`config.mk`:
```
export PLATFORM = sky130hd
export DESIGN_NAME = lds_lms_stage
export DESIGN_NICKNAME = d
export VERILOG_FILES = /design/src/sv/lms_daltonize_pixel_core_assert.svh /design/src/sv/lds_pkg.sv /design/src/sv/lds_lms_stage.sv
export SDC_FILE = /design/constraint.sdc
export NUM_CORES = 1
export LEC_CHECK = 0
export BUFFER_PORTS_ARGS = -buffer_cell sky130_fd_sc_hd__buf_2
export CAP_MARGIN = 25
export CORE_ASPECT_RATIO = 1.5
export CORE_UTILIZATION = 35
export DETAILED_ROUTE_END_ITERATION = 8
export PLACE_DENSITY_LB_ADDON = 0.12
export SLEW_MARGIN = 10
export SYNTH_ARGS = -nofsm -noshare
export SYNTH_HDL_FRONTEND = slang
export SYNTH_SLANG_ARGS = --single-unit
```
`constraint.sdc`:
```
create_clock -name clock -period 8.4 [get_ports clock]
set_input_delay 1.26 -clock clock [delete_from_list [all_inputs] [get_ports clock]]
set_output_delay 1.26 -clock clock [all_outputs]
set_load 0.005 [all_outputs]
```
`src/sv/lms_daltonize_pixel_core_assert.svh`:
```
// Assertion macros shared by the pixel core RTL.
`ifndef LMS_DALTONIZE_PIXEL_CORE_ASSERT_SVH
`define LMS_DALTONIZE_PIXEL_CORE_ASSERT_SVH
`ifndef NO_ASSERTIONS
`define LDS_ASSERT_NOW(label, clk, rst, ante, cons) \
   label: assert property (@(posedge clk) disable iff (rst) (ante) |-> (cons)) \
      else $error("lds assertion failed");
`define LDS_ASSERT_NEXT(label, clk, rst, ante, cons) \
   label: assert property (@(posedge clk) disable iff (rst) (ante) |=> (cons)) \
      else $error("lds assertion failed");
`else
`define LDS_ASSERT_NOW(label, clk, rst, ante, cons)
`define LDS_ASSERT_NEXT(label, clk, rst, ante, cons)
`endif
`endif

```
`src/sv/lds_pkg.sv`:
```
`timescale 1ns / 1ps
`default_nettype none
package lds_pkg;

   localparam int FRAC_BITS = 16;
   localparam int CH_W      = 8;
   localparam int DAT_W     = FRAC_BITS + 17;
   localparam int COEF_W    = FRAC_BITS + 3;
   localparam int LCOEF_W   = FRAC_BITS + 7;
   localparam int PROD_W    = DAT_W + COEF_W;
   localparam int NSTAGE    = 7;

   localparam longint unsigned DEC_SCALE = 64'd1000000000000;

   localparam logic [1:0] MODE_PROTAN = 2'd0;
   localparam logic [1:0] MODE_DEUTAN = 2'd1;
   localparam logic [1:0] MODE_TRITAN = 2'd2;

   localparam longint RGB2LMS_E12 [3][3] = '{
      '{64'sd17882400000000, 64'sd43516100000000, 64'sd4119350000000},
      '{64'sd3455650000000,  64'sd27155400000000, 64'sd3867140000000},
      '{64'sd29956600000,    64'sd184309000000,   64'sd1467090000000}
   };

   localparam longint SIM_E12 [3][3][3] = '{
      '{'{64'sd0, 64'sd2023440000000, -64'sd2525810000000},
        '{64'sd0, 64'sd1000000000000, 64'sd0},
        '{64'sd0, 64'sd0, 64'sd1000000000000}},
      '{'{64'sd1000000000000, 64'sd0, 64'sd0},
        '{64'sd494207000000, 64'sd0, 64'sd1248270000000},
        '{64'sd0, 64'sd0, 64'sd1000000000000}},
      '{'{64'sd1000000000000, 64'sd0, 64'sd0},
        '{64'sd0, 64'sd1000000000000, 64'sd0},
        '{-64'sd395913000000, 64'sd801109000000, 64'sd0}}
   };

   localparam longint LMS2RGB_E12 [3][3] = '{
      '{64'sd80944447900,  -64'sd130504409000, 64'sd116721066000},
      '{-64'sd10248533500, 64'sd54019326600,   -64'sd113614708000},
      '{-64'sd365296938,   -64'sd4121614690,   64'sd693511405000}
   };

   localparam longint SPREAD_E12 = 64'sd700000000000;

   typedef logic signed [DAT_W-1:0]   lds_dat_type;
   typedef logic signed [COEF_W-1:0]  lds_coef_type;
   typedef logic signed [LCOEF_W-1:0] lds_lcoef_type;
   typedef logic signed [PROD_W-1:0]  lds_prod_type;

   typedef struct packed {
      logic [CH_W-1:0] red_in;
      logic [CH_W-1:0] green_in;
      logic [CH_W-1:0] blue_in;
   } lds_req_type;

   typedef struct packed {
      logic [CH_W-1:0] red_out;
      logic [CH_W-1:0] green_out;
      logic [CH_W-1:0] blue_out;
   } lds_rsp_type;

   typedef struct packed {
      logic ld_first;
      logic ld_second;
   } lds_ld2_type;

   // Decimal constant scaled by 1e12 to fixed point, ties away from zero.
   function automatic longint lds_quant(longint num);
      longint unsigned mag;
      longint unsigned ip;
      longint unsigned rem;
      longint unsigned q;
      mag = (num < 0) ? longint'(-num) : longint'(num);
      ip  = mag / DEC_SCALE;
      rem = mag % DEC_SCALE;
      q   = (ip << FRAC_BITS) + (((rem << FRAC_BITS) + DEC_SCALE / 2) / DEC_SCALE);
      return (num < 0) ? -longint'(q) : longint'(q);
   endfunction

   function automatic lds_lcoef_type lds_lms_coef(int i, int j);
      return LCOEF_W'(lds_quant(RGB2LMS_E12[i][j]));
   endfunction

   function automatic lds_coef_type lds_sim_coef(logic [1:0] mode, int i, int j);
      lds_coef_type cp;
      lds_coef_type cd;
      lds_coef_type ct;
      cp = COEF_W'(lds_quant(SIM_E12[0][i][j]));
      cd = COEF_W'(lds_quant(SIM_E12[1][i][j]));
      ct = COEF_W'(lds_quant(SIM_E12[2][i][j]));
      unique case (mode)
         MODE_PROTAN: return cp;
         MODE_DEUTAN: return cd;
         MODE_TRITAN: return ct;
         default:     return ct;
      endcase
   endfunction

   function automatic lds_coef_type lds_back_coef(int i, int j);
      return COEF_W'(lds_quant(LMS2RGB_E12[i][j]));
   endfunction

   function automatic lds_coef_type lds_spread_coef();
      return COEF_W'(lds_quant(SPREAD_E12));
   endfunction

   // Drop the fraction of a product, to nearest with ties away from zero.
   function automatic lds_prod_type lds_round(lds_prod_type p);
      lds_prod_type half;
      lds_prod_type bias;
      half = '0;
      half[FRAC_BITS-1] = 1'b1;
      bias = p[PROD_W-1] ? half - lds_prod_type'(1) : half;
      return (p + bias) >>> FRAC_BITS;
   endfunction

   function automatic logic [CH_W-1:0] lds_clamp(logic signed [DAT_W+1:0] v);
      logic signed [DAT_W+1:0] top;
      top = '0;
      top[FRAC_BITS +: CH_W] = '1;
      if (v < 0) begin
         return '0;
      end
      if (v > top) begin
         return '1;
      end
      return v[FRAC_BITS +: CH_W];
   endfunction

endpackage
`default_nettype wire

```
`src/sv/lds_lms_stage.sv`:
```
`timescale 1ns / 1ps
`default_nettype none
module lds_lms_stage (
   input  wire logic                clock,
   input  wire logic                ld,
   input  wire lds_pkg::lds_req_type px,
   output lds_pkg::lds_dat_type     lms_o [3]
);

   lds_pkg::lds_dat_type lms_ff [3];
   lds_pkg::lds_dat_type lms_in [3];
   logic [lds_pkg::CH_W-1:0] ch [3];

   always_comb begin
      lds_pkg::lds_dat_type acc;
      lds_pkg::lds_dat_type p;
      ch[0] = px.red_in;
      ch[1] = px.green_in;
      ch[2] = px.blue_in;
      for (int i = 0; i < 3; i++) begin
         acc = '0;
         for (int j = 0; j < 3; j++) begin
            p   = lds_pkg::lds_lms_coef(i, j) * $signed({1'b0, ch[j]});
            acc = acc + p;
         end
         lms_in[i] = acc;
      end
   end

   always_ff @(posedge clock) begin
      if (ld) begin
         for (int i = 0; i < 3; i++) begin
            lms_ff[i] <= lms_in[i];
         end
      end
   end

   assign lms_o = lms_ff;

endmodule
`default_nettype wire

```
==> impl_metrics.toml <==
[run_status]
status = "finished, final reports clean"

[route]
first_pass_iters = 5
drc_errors = 0
dr_total_vias = 18660
drtIter0Drc = 703
drt_wl_total_mm = 88.46
postRouteAntennaNets = 0
via_per_inst = 4.896
wire_per_inst_um = 23.21

[timing]
final_hold_viol_count = 0
setup-violations-final = 0
fin_crit_ns = 8.182
fmax_mhz = 122.2
rsz0062_at_grt = "true"
maxSlewHeadroom_pct = 49.37
slew_viol_final = 0
worst_slew_pin_slew_ns = 0.7595
fin_crit_sh_pct = 97.41

[finish]
drive_gt1_share_pct = 17.99
layout-area-overhead-vs-synth_pct = 18.36
layoutNonFillerInstCount = 3811
final_core_util_pct = 41.96
final_common_cell = "inv_1"
final.fill_count = 7092
num_antenna_cells = 0
largest_reg_flops = 88
final_cell_mix = "inv_1, fa_1, ha_1"
fin_nets = 3852
design_area_mm2 = 0.02999

[clock_tree]
cts.sinks = 88
clk_path_buf_depth = 2
cts_buffers = 9
cts_max_level = 3
clockRootBuffer = "clkbuf_16"
clk_pin_slew_ns = 0.08
cts_tree = "yes"

[worst_hold_path]
hold_class = "primary input to flip-flop"

[placement]
dpl.hpwl_mm = 79.92
numPortBuffers = 113
place_inst = 3793
gp_congestion = 0.9545
post_dp_cell_area_mm2 = 0.02945

[setup_path]
critPathLaunch = "px[10]"
critical_path_buf_inv_count = 10
crit_fanout = 4
slowest_stage = "fa_1"
critical_path_cell_count = 29
cp_data_arrival_time_ns = 8.41
crit_required_ns = 8.62
critical_path_class = "primary input to flip-flop"
critPathCaptureType = "flip-flop"
max_stage_delay_ns = 0.54
crit_end = "lms_o[59]"
cp-start-kind = "primary input"
crit_family = "adder cells"

[global_routing]
met1_usage_pct = 27.12
grt_pass1_wl_mm = 132.0
grt_start_max_net_pins = 49
antenna_found_initial = 2
busiest_layer = "met2"
use_met3_pct = 2.197
grtUsageMet2_pct = 48.78
first_global_vias = 20890
grt_overflow = 0
track_usage_pct = 24.96

[logic_synthesis]
synthCells = 2454
synth_enable_flop_cells = 88
synth_top_area_share_pct = 39.58
synth.largest_area_cell = "fa_1"
synth_area_per_cell_um2 = 10.33
async_flop_share_pct = 0
ys_ff_latch = 88
ys.flop_type = "edfxtp_1"
synth.area.top_cells = "fa_1, ha_1, inv_1, edfxtp_1, xnor2_1"
netlist_area_mm2 = 0.02534
synth-seq-area-share_pct = 10.43
synth_cell_types = 70
synth_warnings = 0

[die]
ios = 125
start_util_pct = 35.46
die-area_mm2 = 0.07350
die_w_um = 221.7
die_y_um = 331.5
row_count = 120
core-area_mm2 = 0.07147

[flow_run]
cap_viol_max_count = 0
cell type report:
type	instances	area, um^2	area share (%)
tap	915	1145	3.817
timing repair buffer	445	3079	10.27
clock buffer	11	232.7	0.7760
clock inverter	5	80.08	0.2670
inverter	725	2721	9.074
multi-input combinational	1622	20090	66.99
sequential	88	2643	8.811
how the worst min path moves through the flow:
stage	from	end	slack (ns)	depth (start not counted)
after floorplan	ld	lms_o[0]	1.37	0
after CTS	ld	lms_o[97]	1.45	1
final	ld	lms_o[97]	1.43	1
after global placement	lms_o[82]	lms_o[82]	1.65	1
after detailed placement	lms_o[47]	lms_o[47]	1.65	1
after global routing	ld	lms_o[97]	1.47	1
repair_timing:
action                     in CTS  in global routing
pin swaps                       0                 23
gates resized for setup         3                 48
hold buffers                    0                  0
setup endpoints to repair       1                 22
buffers inserted                0                  2
cells in the mapped netlist, drive strengths merged (12+ instances only):
master	number
xor2	33
ha	434
nor3	18
a31oi	13
a21o	61
o21a	12
a211oi	15
nor2b	12
nand2	40
o21bai	18
edfxtp	88
o31ai	12
a21oi	104
nand3	28
inv	724
clkbuf	18
nor2	58
o21ai	53
xnor2	67
fa	501
cell families (layout without fill, tap and decap cells):
group	count (synthesis)	in the layout	synth area share, %
DFF	88	88	10.43
buffers and inverters	754	1186	11.33
other	1	11	0.01480
xor gates and xnor gates	100	100	3.456
muxes	5	5	0.2025
and+or+nand+nor	221	221	4.370
adders and majority gates	935	935	61.01
AOI/OAI and AO/OA	350	350	9.184
per-stage QoR:
stage	hold slack (ns)	TNS [ns]	worst slack, ns
6_report	1.431	0	0.2178
3_5_place_dp	1.649	-7.663	-0.4874
5_1_grt	1.469	-0.09708	-0.03628
2_1_floorplan	1.373	0	0.01820
3_3_place_gp	1.654	-7.568	-0.4958
4_1_cts	1.452	0	0.01736
routing by layer:
metal / part of all wire (%) / wire (um)
met5: 0.026 / 23
met4: 4.5 / 3995
met3: 2.2 / 1989
met2: 56 / 49170
met1: 38 / 33280
Power is left out: the tool's default activity adds up to more than one toggle a clock period on the data nets, which glitch-free logic cannot reach.
