**config.mk**
```make
export PLATFORM = sky130hd
export DESIGN_NAME = lds_fix_stage
export DESIGN_NICKNAME = d
export VERILOG_FILES = /design/src/sv/lms_daltonize_pixel_core_assert.svh /design/src/sv/lds_pkg.sv /design/src/sv/lds_fix_stage.sv
export SDC_FILE = /design/constraint.sdc
export NUM_CORES = 1
export LEC_CHECK = 0
export ABC_AREA = 1
export ABC_CLOCK_PERIOD_IN_PS = 9400
export BUFFER_PORTS_ARGS = -buffer_cell sky130_fd_sc_hd__clkbuf_2
export CORE_MARGIN = 2
export CORE_UTILIZATION = 38
export DETAILED_ROUTE_END_ITERATION = 8
export PLACE_DENSITY = 0.58
export SLEW_MARGIN = 20
export SYNTH_ARGS = -nofsm -noshare
export SYNTH_HDL_FRONTEND = slang
export SYNTH_SLANG_ARGS = --single-unit
export TNS_END_PERCENT = 50
```
**constraint.sdc**
```tcl
create_clock -name clock -period 9.4 [get_ports clock]
set_input_delay 0.94 -clock clock [delete_from_list [all_inputs] [get_ports clock]]
set_output_delay 0.94 -clock clock [all_outputs]
set_load 0.05 [all_outputs]
```
**src/sv/lms_daltonize_pixel_core_assert.svh**
```systemverilog
// Assertion macros shared by the pixel core RTL.
`ifndef LMS_DALTONIZE_PIXEL_CORE_ASSERT_SVH
`define LMS_DALTONIZE_PIXEL_CORE_ASSERT_SVH
`ifndef NO_ASSERTIONS
`define LDS_ASSERT_NOW(label, clk, rst, ante, cons) \
   label: assert property (@(posedge clk) disable iff (rst) (ante) |-> (cons)) \
      else $error("lds assertion failed");
`define LDS_ASSERT_NEXT(label, clk, rst, ante, cons) \
   label: assert property (@(posedge clk) disable iff (rst) (ante) |=> (cons)) \
      else $error("lds assertion failed");
`else
`define LDS_ASSERT_NOW(label, clk, rst, ante, cons)
`define LDS_ASSERT_NEXT(label, clk, rst, ante, cons)
`endif
`endif

```
**src/sv/lds_pkg.sv**
```systemverilog
`timescale 1ns / 1ps
`default_nettype none
package lds_pkg;

   localparam int FRAC_BITS = 16;
   localparam int CH_W      = 8;
   localparam int DAT_W     = FRAC_BITS + 17;
   localparam int COEF_W    = FRAC_BITS + 3;
   localparam int LCOEF_W   = FRAC_BITS + 7;
   localparam int PROD_W    = DAT_W + COEF_W;
   localparam int NSTAGE    = 7;

   localparam longint unsigned DEC_SCALE = 64'd1000000000000;

   localparam logic [1:0] MODE_PROTAN = 2'd0;
   localparam logic [1:0] MODE_DEUTAN = 2'd1;
   localparam logic [1:0] MODE_TRITAN = 2'd2;

   localparam longint RGB2LMS_E12 [3][3] = '{
      '{64'sd17882400000000, 64'sd43516100000000, 64'sd4119350000000},
      '{64'sd3455650000000,  64'sd27155400000000, 64'sd3867140000000},
      '{64'sd29956600000,    64'sd184309000000,   64'sd1467090000000}
   };

   localparam longint SIM_E12 [3][3][3] = '{
      '{'{64'sd0, 64'sd2023440000000, -64'sd2525810000000},
        '{64'sd0, 64'sd1000000000000, 64'sd0},
        '{64'sd0, 64'sd0, 64'sd1000000000000}},
      '{'{64'sd1000000000000, 64'sd0, 64'sd0},
        '{64'sd494207000000, 64'sd0, 64'sd1248270000000},
        '{64'sd0, 64'sd0, 64'sd1000000000000}},
      '{'{64'sd1000000000000, 64'sd0, 64'sd0},
        '{64'sd0, 64'sd1000000000000, 64'sd0},
        '{-64'sd395913000000, 64'sd801109000000, 64'sd0}}
   };

   localparam longint LMS2RGB_E12 [3][3] = '{
      '{64'sd80944447900,  -64'sd130504409000, 64'sd116721066000},
      '{-64'sd10248533500, 64'sd54019326600,   -64'sd113614708000},
      '{-64'sd365296938,   -64'sd4121614690,   64'sd693511405000}
   };

   localparam longint SPREAD_E12 = 64'sd700000000000;

   typedef logic signed [DAT_W-1:0]   lds_dat_type;
   typedef logic signed [COEF_W-1:0]  lds_coef_type;
   typedef logic signed [LCOEF_W-1:0] lds_lcoef_type;
   typedef logic signed [PROD_W-1:0]  lds_prod_type;

   typedef struct packed {
      logic [CH_W-1:0] red_in;
      logic [CH_W-1:0] green_in;
      logic [CH_W-1:0] blue_in;
   } lds_req_type;

   typedef struct packed {
      logic [CH_W-1:0] red_out;
      logic [CH_W-1:0] green_out;
      logic [CH_W-1:0] blue_out;
   } lds_rsp_type;

   typedef struct packed {
      logic ld_first;
      logic ld_second;
   } lds_ld2_type;

   // Decimal constant scaled by 1e12 to fixed point, ties away from zero.
   function automatic longint lds_quant(longint num);
      longint unsigned mag;
      longint unsigned ip;
      longint unsigned rem;
      longint unsigned q;
      mag = (num < 0) ? longint'(-num) : longint'(num);
      ip  = mag / DEC_SCALE;
      rem = mag % DEC_SCALE;
      q   = (ip << FRAC_BITS) + (((rem << FRAC_BITS) + DEC_SCALE / 2) / DEC_SCALE);
      return (num < 0) ? -longint'(q) : longint'(q);
   endfunction

   function automatic lds_lcoef_type lds_lms_coef(int i, int j);
      return LCOEF_W'(lds_quant(RGB2LMS_E12[i][j]));
   endfunction

   function automatic lds_coef_type lds_sim_coef(logic [1:0] mode, int i, int j);
      lds_coef_type cp;
      lds_coef_type cd;
      lds_coef_type ct;
      cp = COEF_W'(lds_quant(SIM_E12[0][i][j]));
      cd = COEF_W'(lds_quant(SIM_E12[1][i][j]));
      ct = COEF_W'(lds_quant(SIM_E12[2][i][j]));
      unique case (mode)
         MODE_PROTAN: return cp;
         MODE_DEUTAN: return cd;
         MODE_TRITAN: return ct;
         default:     return ct;
      endcase
   endfunction

   function automatic lds_coef_type lds_back_coef(int i, int j);
      return COEF_W'(lds_quant(LMS2RGB_E12[i][j]));
   endfunction

   function automatic lds_coef_type lds_spread_coef();
      return COEF_W'(lds_quant(SPREAD_E12));
   endfunction

   // Drop the fraction of a product, to nearest with ties away from zero.
   function automatic lds_prod_type lds_round(lds_prod_type p);
      lds_prod_type half;
      lds_prod_type bias;
      half = '0;
      half[FRAC_BITS-1] = 1'b1;
      bias = p[PROD_W-1] ? half - lds_prod_type'(1) : half;
      return (p + bias) >>> FRAC_BITS;
   endfunction

   function automatic logic [CH_W-1:0] lds_clamp(logic signed [DAT_W+1:0] v);
      logic signed [DAT_W+1:0] top;
      top = '0;
      top[FRAC_BITS +: CH_W] = '1;
      if (v < 0) begin
         return '0;
      end
      if (v > top) begin
         return '1;
      end
      return v[FRAC_BITS +: CH_W];
   endfunction

endpackage
`default_nettype wire

```
**src/sv/lds_fix_stage.sv**
```systemverilog
`timescale 1ns / 1ps
`default_nettype none
module lds_fix_stage (
   input  wire logic                 clock,
   input  wire lds_pkg::lds_ld2_type ctl,
   input  wire lds_pkg::lds_req_type px,
   input  wire lds_pkg::lds_dat_type back_i [3],
   output lds_pkg::lds_rsp_type      rsp_o
);

   lds_pkg::lds_prod_type spread_ff;
   lds_pkg::lds_prod_type spread_in;
   lds_pkg::lds_dat_type  err_g_ff;
   lds_pkg::lds_dat_type  err_g_in;
   lds_pkg::lds_dat_type  err_b_ff;
   lds_pkg::lds_dat_type  err_b_in;
   lds_pkg::lds_req_type  px_ff;
   lds_pkg::lds_rsp_type  rsp_ff;
   lds_pkg::lds_rsp_type  rsp_in;

   function automatic lds_pkg::lds_dat_type scale_ch(logic [lds_pkg::CH_W-1:0] c);
      return lds_pkg::DAT_W'(c) << lds_pkg::FRAC_BITS;
   endfunction

   always_comb begin
      lds_pkg::lds_dat_type err_r;
      err_r     = scale_ch(px.red_in) - back_i[0];
      err_g_in  = scale_ch(px.green_in) - back_i[1];
      err_b_in  = scale_ch(px.blue_in) - back_i[2];
      spread_in = err_r * lds_pkg::lds_spread_coef();
   end

   always_comb begin
      logic signed [lds_pkg::DAT_W+1:0] spread;
      logic signed [lds_pkg::DAT_W+1:0] g;
      logic signed [lds_pkg::DAT_W+1:0] b;
      spread = (lds_pkg::DAT_W+2)'(lds_pkg::lds_round(spread_ff));
      g = (lds_pkg::DAT_W+2)'(scale_ch(px_ff.green_in)) + spread
          + (lds_pkg::DAT_W+2)'(err_g_ff);
      b = (lds_pkg::DAT_W+2)'(scale_ch(px_ff.blue_in)) + spread
          + (lds_pkg::DAT_W+2)'(err_b_ff);
      rsp_in.red_out   = px_ff.red_in;
      rsp_in.green_out = lds_pkg::lds_clamp(g);
      rsp_in.blue_out  = lds_pkg::lds_clamp(b);
   end

   always_ff @(posedge clock) begin
      if (ctl.ld_first) begin
         spread_ff <= spread_in;
         err_g_ff  <= err_g_in;
         err_b_ff  <= err_b_in;
         px_ff     <= px;
      end
      if (ctl.ld_second) begin
         rsp_ff <= rsp_in;
      end
   end

   assign rsp_o = rsp_ff;

endmodule
`default_nettype wire

```
==> results.yml, run 1 <==
run_status:
  status: "finished, final reports clean"
setup_path:
  critical_path_class: "in2reg"
  cp.arrival_ns: 8.05
  cp_slowest_cell: "fa_1"
  crit_path_end_kind: "flip-flop"
  cp_slowest_stage_delay_ns: 0.56
  cp_max_fo: 7
  setup.worst_path.start_class: "input pin"
  required_ns: 9.62
placed_design:
  gp_congestion: 0.946
  port_buffers: 149
  dpl-instance-area_sq_mm: 0.0266
  hpwlAfterDp_mm: 60.7
global_routing:
  grt_antenna_before_repair: 0
  grt_max_degree: 74
  overflow: 0
  grt_pass1_wl_mm: 109
  track_usage_pct: 21.0
  grt_pass1_vias: 20378
yosys:
  synth_edf_count: 164
  synth_seq_cells: 164
  synthCells: 3082
  ys_warn_count: 0
  syn_nets: 3753
  synthMuxAreaShare_pct: 0
  synth_xor_area_share_pct: 6.70
  yosys.area_share.simple_pct: 18.8
  synth_ff_type: "edfxtp_1"
  synth_fa_ha_area_share_pct: 34.5
  synth_compound_area_share_pct: 8.98
  ys_async_sr_fraction_pct: 0
  avgSynthCellArea_sq_um: 8.03
  synth_area_sq_mm: 0.0247
  ys_seq_area_share_pct: 19.9
  synth_cell_types: 58
  synth_top_family_by_area: "adder cells"
timing:
  max_freq_mhz: 128
  maxSlewHeadroom_pct: 37.6
  setup_tns_ns: 0
  slew_viol_final: 0
  fin_crit_ns: 7.84
  hold_viol_final: 0
  finClkSkew_ns: 0.0127
  min_period_over_period_pct: 83.4
  rsz0062_at_grt: "false"
  setup_viol: 0
  worst_slew_pin_slew_ns: 0.931
finish:
  design_area_sq_mm: 0.0272
  synthToLayoutAreaGrowth_pct: 9.79
  antenna_cells: 0
  drive_above_1_share_pct: 8.00
  nets: 3922
clocking:
  cts_hold_buf: 0
  cts_buffer_depth: 2
  cts_sinks: 164
  clkTransAtPathRegs_ns: 0.07
  root_buffer: "clkbuf_16"
  htree_levels: 4
  clock_latency_ns: 0.49
  ctsResizeCount: 0
  cts_setup_buffers: 0
  cts_tree: "yes"
  cts_buffers: 17
floorplanning:
  io-pin-count: 150
  coreArea_sq_mm: 0.0645
  start_util_pct: 38.4
  row_count: 93
  die_x_um: 259
  die_area_sq_mm: 0.0672
  die_h_um: 259
routing:
  drc_errors: 0
  firstDrtPassIters: 5
  vias: 19810
  drt_wl_total_mm: 68.8
  viasPerCell: 4.81
  ant_nets: 0
  wire_per_inst_um: 16.7
  dr.first_iter.drc_count: 1065
flow_run:
  maxCapViolCount: 0
worst_hold_path:
  min_path_type: "reg2reg"
==> through the flow <==
step	worst slack [ns]	std cells	util, %	hold WS [ns]
floorplan	2.11	3082	-	0.400
global placement	1.05	4087	41.2	0.401
detailed placement	0.995	4087	41.2	0.408
CTS	1.51	4118	42.1	0.424
global route	0.946	4118	42.1	0.431
finish	1.56	4118	42.1	0.423
==> path summary, 6_finish.rpt <==
path,slack [ns],to,startpoint,cells after the start
max,1.56,spread_ff[49],back_i[66],34
max reg2reg,2.79,rsp_o[12],spread_ff[49],27
min reg2reg,0.42,rsp_o[23],px_ff[23],0
min,0.42,rsp_o[23],px_ff[23],0
==> state kept, by name, indices dropped and copies added, names as in the netlist <==
| name | count |
|---|---|
| spread_ff | 50 |
| err_b_ff | 33 |
| px_ff | 24 |
| rsp_o | 24 |
| err_g_ff | 33 |
==> Yosys cell counts (all sizes together) (48+ instances only) <==
cell type / number / area, sq um
a21oi: 191 / 982
nor3: 60 / 347
nand3: 130 / 666
fa: 228 / 4560
nand2: 534 / 2060
nor2: 264 / 1040
ha: 317 / 3970
edfxtp: 164 / 4920
inv: 734 / 2760
o21ai: 102 / 544
xnor2: 48 / 428
xor2: 137 / 1210
==> cell families after synthesis <==
group,after synthesis
adder cells (fa/ha/maj),545
flip-flops,164
AO/OA/AOI/OAI,387
AND/OR/NAND/NOR,1065
XOR/XNOR,186
buffers and inverters,735
==> metal layers <==
metal	vias up	track usage, %	part of all wire (%)
li1	10184	-	-
met2	339	38.2	50
met4	0	5.52	1.9
met1	9222	26.0	44
met3	65	2.73	3.6
met5	-	0	0
==> worst max-delay path, delay by kind of cell <==
kind                       cells  cell delay (ns)
AOI/OAI and AO/OA              5             0.85
xor gates and xnor gates       2             0.51
adders and majority gates      8             3.54
buffers and inverters          6             0.47
and+or+nand+nor               13             1.74
==> placed cells by master (no fill, tap or decap), drive strengths merged, types with 130 or more instances in the layout <==
cell | synthesis | layout
a21oi | 191 | 191
clkbuf | 0 | 165
edfxtp | 164 | 164
fa | 228 | 228
ha | 317 | 317
inv | 734 | 743
nand2 | 534 | 534
nand3 | 130 | 130
nor2 | 264 | 264
xor2 | 137 | 137
==> final cells by class <==
class | instances | area (sq um)
clock buffers | 17 | 425
clock inverters | 14 | 164
multi-input cells | 2183 | 17100
fillers | 6688 | 37300
inverters | 734 | 2760
well taps | 855 | 1070
repair buffers | 151 | 767
flip-flops and latches | 164 | 4920
Power of run 1 is not shown: default switching activity piles up to over one toggle a cycle in this logic, so the estimate is an artifact.
==> run 2: changes to the inputs <==
ABC_CLOCK_PERIOD_IN_PS = 6600   (was 9400)
PLACE_DENSITY = 0.6   (was 0.58)
clock period = 6.6 ns   (was 9.4 ns; I/O delays follow)
==> run 2 against run 1 <==
The run now ends with setup timing left. Clock skew rose by 0.0032 ns. Highest routed layer unchanged. Final cell count rose by 9.0%. Routed wire length rose by 4.0%. Design area rose by 15%. Die area did not move. Register-to-register slack got worse by 1.9 ns. Sequential share of layout area fell by 2.3 points. Via count rose by 7.1%. Critical path depth fell by 1. Hold slack got worse by 0.048 ns.
==> results.yml, run 2 (synthesis results as in run 1) <==
timing:
  hold_viol_final: 0
  min_period_over_period_pct: 101
  whs_ns: 0.376
  setup_viol: 1
  worst_slack_ns: -0.0390
  maxSlewHeadroom_pct: 41.2
  rsz0062_at_grt: "true"
  finClkSkew_ns: 0.0159
  fin_crit_ns: 6.64
  slew_viol_final: 0
  max_freq_mhz: 151
  worst_slew_pin_slew_ns: 0.882
placed_design:
  dpl-instance-area_sq_mm: 0.0296
  place_inst: 4423
  gp_congestion: 0.968
  hpwlAfterDp_mm: 63.1
  port_buffers: 149
clocking:
  cts_tree: "yes"
  root_buffer: "clkbuf_16"
  cts_hold_buf: 0
  clock_latency_ns: 0.49
  clkTransAtPathRegs_ns: 0.07
  cts_buffer_depth: 2
  htree_levels: 4
  cts_sinks: 164
  cts_buffers: 17
setup_path:
  crit_path_end_kind: "flip-flop"
  critical_path_class: "in2reg"
  cp_slowest_cell: "fa_1"
  required_ns: 6.84
  cp_max_fo: 4
  cp.arrival_ns: 6.87
  cp_common_cell: "fa_1"
  cp_slowest_stage_delay_ns: 0.59
  setup.worst_path.start_class: "input pin"
finish:
  register_area_sq_mm: 0.00492
  nets: 4289
  multi_input_area_sq_mm: 0.0182
  final_common_cell: "inv_1"
  top_regs: "spread_ff: 50 flops, err_b_ff: 33 flops, err_g_ff: 33 flops"
  drive_above_1_share_pct: 22.4
  mostFrequentLayoutCells: "inv_1 (705), nand2_1 (491), buf_4 (361)"
  largest_reg_flops: 50
  fillers: 6345
  fin_cells: 4487
  regMostFlops: "spread_ff"
  synthToLayoutAreaGrowth_pct: 26.0
  design_area_sq_mm: 0.0312
routing:
  vias: 21209
  drc_errors: 0
  viasPerCell: 4.73
  wire_per_inst_um: 15.9
  firstDrtPassIters: 8
  dr.first_iter.drc_count: 1230
  ant_nets: 0
  drt_wl_total_mm: 71.5
run_status:
  status: "finished, violations left"
  violations: "setup timing"
global_routing:
  overflow: 0
  grt_max_degree: 77
  grt_antenna_before_repair: 0
  grt_pass1_vias: 21692
  grt_pass1_wl_mm: 112
  track_usage_pct: 21.6
floorplanning:
  io-pin-count: 150
  die_area_sq_mm: 0.0672
  coreArea_sq_mm: 0.0645
  row_count: 93
  die_h_um: 259
  die_x_um: 259
  start_util_pct: 38.4
flow_run:
  maxCapViolCount: 0
worst_hold_path:
  min_path_type: "in2reg"
[run 2: cell count changes in the layout (fill, tap and decap cells not counted), sizes merged]
cell	previous run	this run
buf	3	372
clkinv	2	4
bufinv	2	1
inv	743	741
diode	0	1
clkinvlp	1	3
clkbuf	165	163
[run 2: timing repair]
action / 4_1_cts / 5_1_grt
resized for setup: 33 / 137
setup endpoints to repair: 21 / 25
cloned: 0 / 0
pin swaps: 27 / 90
buffers inserted: 8 / 23
[run 2: critical path, delay by kind of cell]
kind	cells	cell delay [ns]
AND/OR/NAND/NOR	10	1.35
AO/OA/AOI/OAI	6	0.89
buffers and inverters	7	0.51
XOR/XNOR	2	0.29
adder cells (fa/ha/maj)	8	3.15
[run 2: through the flow]
step	TNS, ns	utilization [%]	worst slack [ns]
after floorplan	-0.122	-	-0.0439
after global placement	-14.74	45.9	-0.676
after detailed placement	-16.49	45.9	-0.772
after CTS	0	47.2	0.000969
after global routing	-4.78	48.4	-0.323
final	-0.0390	48.4	-0.0390
[run 2: cell type report]
cell class,instances,area share (%)
antenna,1,0.00803
clock buffer,17,1.36
clock inverter,15,0.534
inverter,734,8.89
multi-input combinational,2183,58.5
sequential,164,15.8
tap,855,3.43
timing repair buffer,518,11.5
[run 2: final timing paths]
check	slack (ns)	endpoint	depth (start not counted)	start
setup / recovery	-0.04	spread_ff[44]	33	back_i[67]
hold / removal	0.38	px_ff[7]	1	px[7]
setup reg to reg	0.90	rsp_o[7]	29	spread_ff[49]
hold reg to reg	0.42	rsp_o[23]	0	px_ff[23]
[run 2: metal layers]
layer	vias to the layer above	share of wire [%]	track usage, %
li1	10903	-	-
met1	9813	43	26.3
met2	388	50	38.8
met3	105	3.7	2.64
met4	0	3.4	8.05
met5	-	0	0
Power of run 2 is left out for the same reason.
==> run 3: changes to the inputs <==
CORE_UTILIZATION = 55   (was 38)
PLACE_DENSITY = 0.8   (was 0.6)
==> run 3 against run 2 <==
The run still ends with setup timing left. Non-clock buffer count fell by 19. Clock-buffer cell count did not move. Critical path type unchanged. Critical endpoint is now spread_ff[45]. Sequential share of layout area up 0.21 points. Sequential cell count unchanged.
==> results.yml, run 3 (synthesis results as in run 1) <==
routing:
  drc_errors: 0
  firstDrtPassIters: 8
  dr.first_iter.drc_count: 1313
  wire_per_inst_um: 16.9
  drt_wl_total_mm: 71.0
  vias: 21978
  ant_nets: 0
  viasPerCell: 5.23
floorplanning:
  die_area_sq_mm: 0.0467
  die_h_um: 216
  io-pin-count: 150
  coreArea_sq_mm: 0.0443
  die_x_um: 216
  row_count: 77
  start_util_pct: 55.8
global_routing:
  grt_pass1_wl_mm: 111
  overflow: 0
  grt_pass1_vias: 22465
  grt_antenna_before_repair: 0
  track_usage_pct: 30.6
  grt_max_degree: 79
clocking:
  cts_buffers: 17
  root_buffer: "clkbuf_16"
  cts_hold_buf: 0
  cts_tree: "yes"
  clkTransAtPathRegs_ns: 0.06
  cts_buffer_depth: 2
  cts_sinks: 164
  clock_latency_ns: 0.49
  htree_levels: 4
placed_design:
  port_buffers: 149
  hpwlAfterDp_mm: 60.9
  dpl-instance-area_sq_mm: 0.0292
  dpl_worst_slack_ns: -0.788
  gp_congestion: 1.01
finish:
  synthToLayoutAreaGrowth_pct: 24.3
  antenna_cells: 0
  top_regs: "spread_ff: 50 flops, err_b_ff: 33 flops, err_g_ff: 33 flops"
  drive_above_1_share_pct: 22.2
  largest_reg_flops: 50
  mostFrequentLayoutCells: "inv_1 (705), nand2_1 (490), buf_4 (346)"
  final_common_cell: "inv_1"
  regMostFlops: "spread_ff"
  nets: 4270
  design_area_sq_mm: 0.0308
run_status:
  violations: "setup timing"
  status: "finished, violations left"
setup_path:
  cp.arrival_ns: 6.96
  required_ns: 6.82
  setup.worst_path.start_class: "input pin"
  cp_common_cell: "fa_1"
  cp_max_fo: 3
  cp_slowest_stage_delay_ns: 0.54
  critical_path_class: "in2reg"
  crit_path_end_kind: "flip-flop"
  cp_slowest_cell: "fa_1"
timing:
  fin_crit_ns: 6.74
  worst_slew_pin_slew_ns: 0.862
  finClkSkew_ns: 0.0171
  whs_ns: 0.371
  min_period_over_period_pct: 102
  max_freq_mhz: 148
  rsz0062_at_grt: "true"
  hold_viol_final: 0
  slew_viol_final: 0
  worst_slack_ns: -0.144
  setup_viol: 7
  maxSlewHeadroom_pct: 42.0
  setup_tns_ns: -0.443
worst_hold_path:
  min_path_type: "in2reg"
flow_run:
  maxCapViolCount: 0
-- run 3: final timing paths --
| kind | slack (ns) | start | to | cells after the start |
|---|---|---|---|---|
| worst max-delay path | -0.14 | back_i[68] | spread_ff[45] | 30 |
| worst min register to register | 0.42 | px_ff[19] | rsp_o[19] | 0 |
| worst min-delay path | 0.37 | px[13] | px_ff[13] | 1 |
| worst max register to register | 0.51 | spread_ff[49] | rsp_o[15] | 28 |
-- run 3: worst max-delay path: cells and delay by family --
family	cells	cell delay, ns
buffers and inverters	7	0.65
adder cells (fa/ha/maj)	7	2.96
AO/OA/AOI/OAI	7	1.34
AND/OR/NAND/NOR	7	0.97
XOR/XNOR	2	0.38
-- run 3: repair_timing --
action,4_1_cts,5_1_grt
endpoints found under the setup margin,21,32
pin swaps,15,81
setup buffers,5,15
hold endpoints to repair,0,0
gates resized for setup,14,172
-- run 3: layout make-up --
cell class / count / area [sq um]
Sequential cell: 164 / 4920
Fill cell: 3456 / 13600
Tap cell: 592 / 741
Multi-Input combinational cell: 2183 / 18300
Inverter: 734 / 2770
Timing Repair Buffer: 499 / 3420
Clock inverter: 13 / 160
Clock buffer: 17 / 425
-- run 3: routing by layer --
metal  GRT usage, %  part of all wire [%]  vias up
li1               -                     -    10862
met1           35.9                    41    10305
met2           55.0                    50      616
met3           3.64                   4.0      195
met4           16.0                   5.5        0
met5              0                     0        -
-- run 3: metrics by stage --
| stage | std cells | utilization [%] |
|---|---|---|
| after floorplan | 3082 | - |
| after global placement | 4153 | 65.9 |
| after detailed placement | 4153 | 65.9 |
| after CTS | 4188 | 67.5 |
| after global routing | 4202 | 69.4 |
| final | 4202 | 69.4 |
Power of run 3 is left out for the same reason.
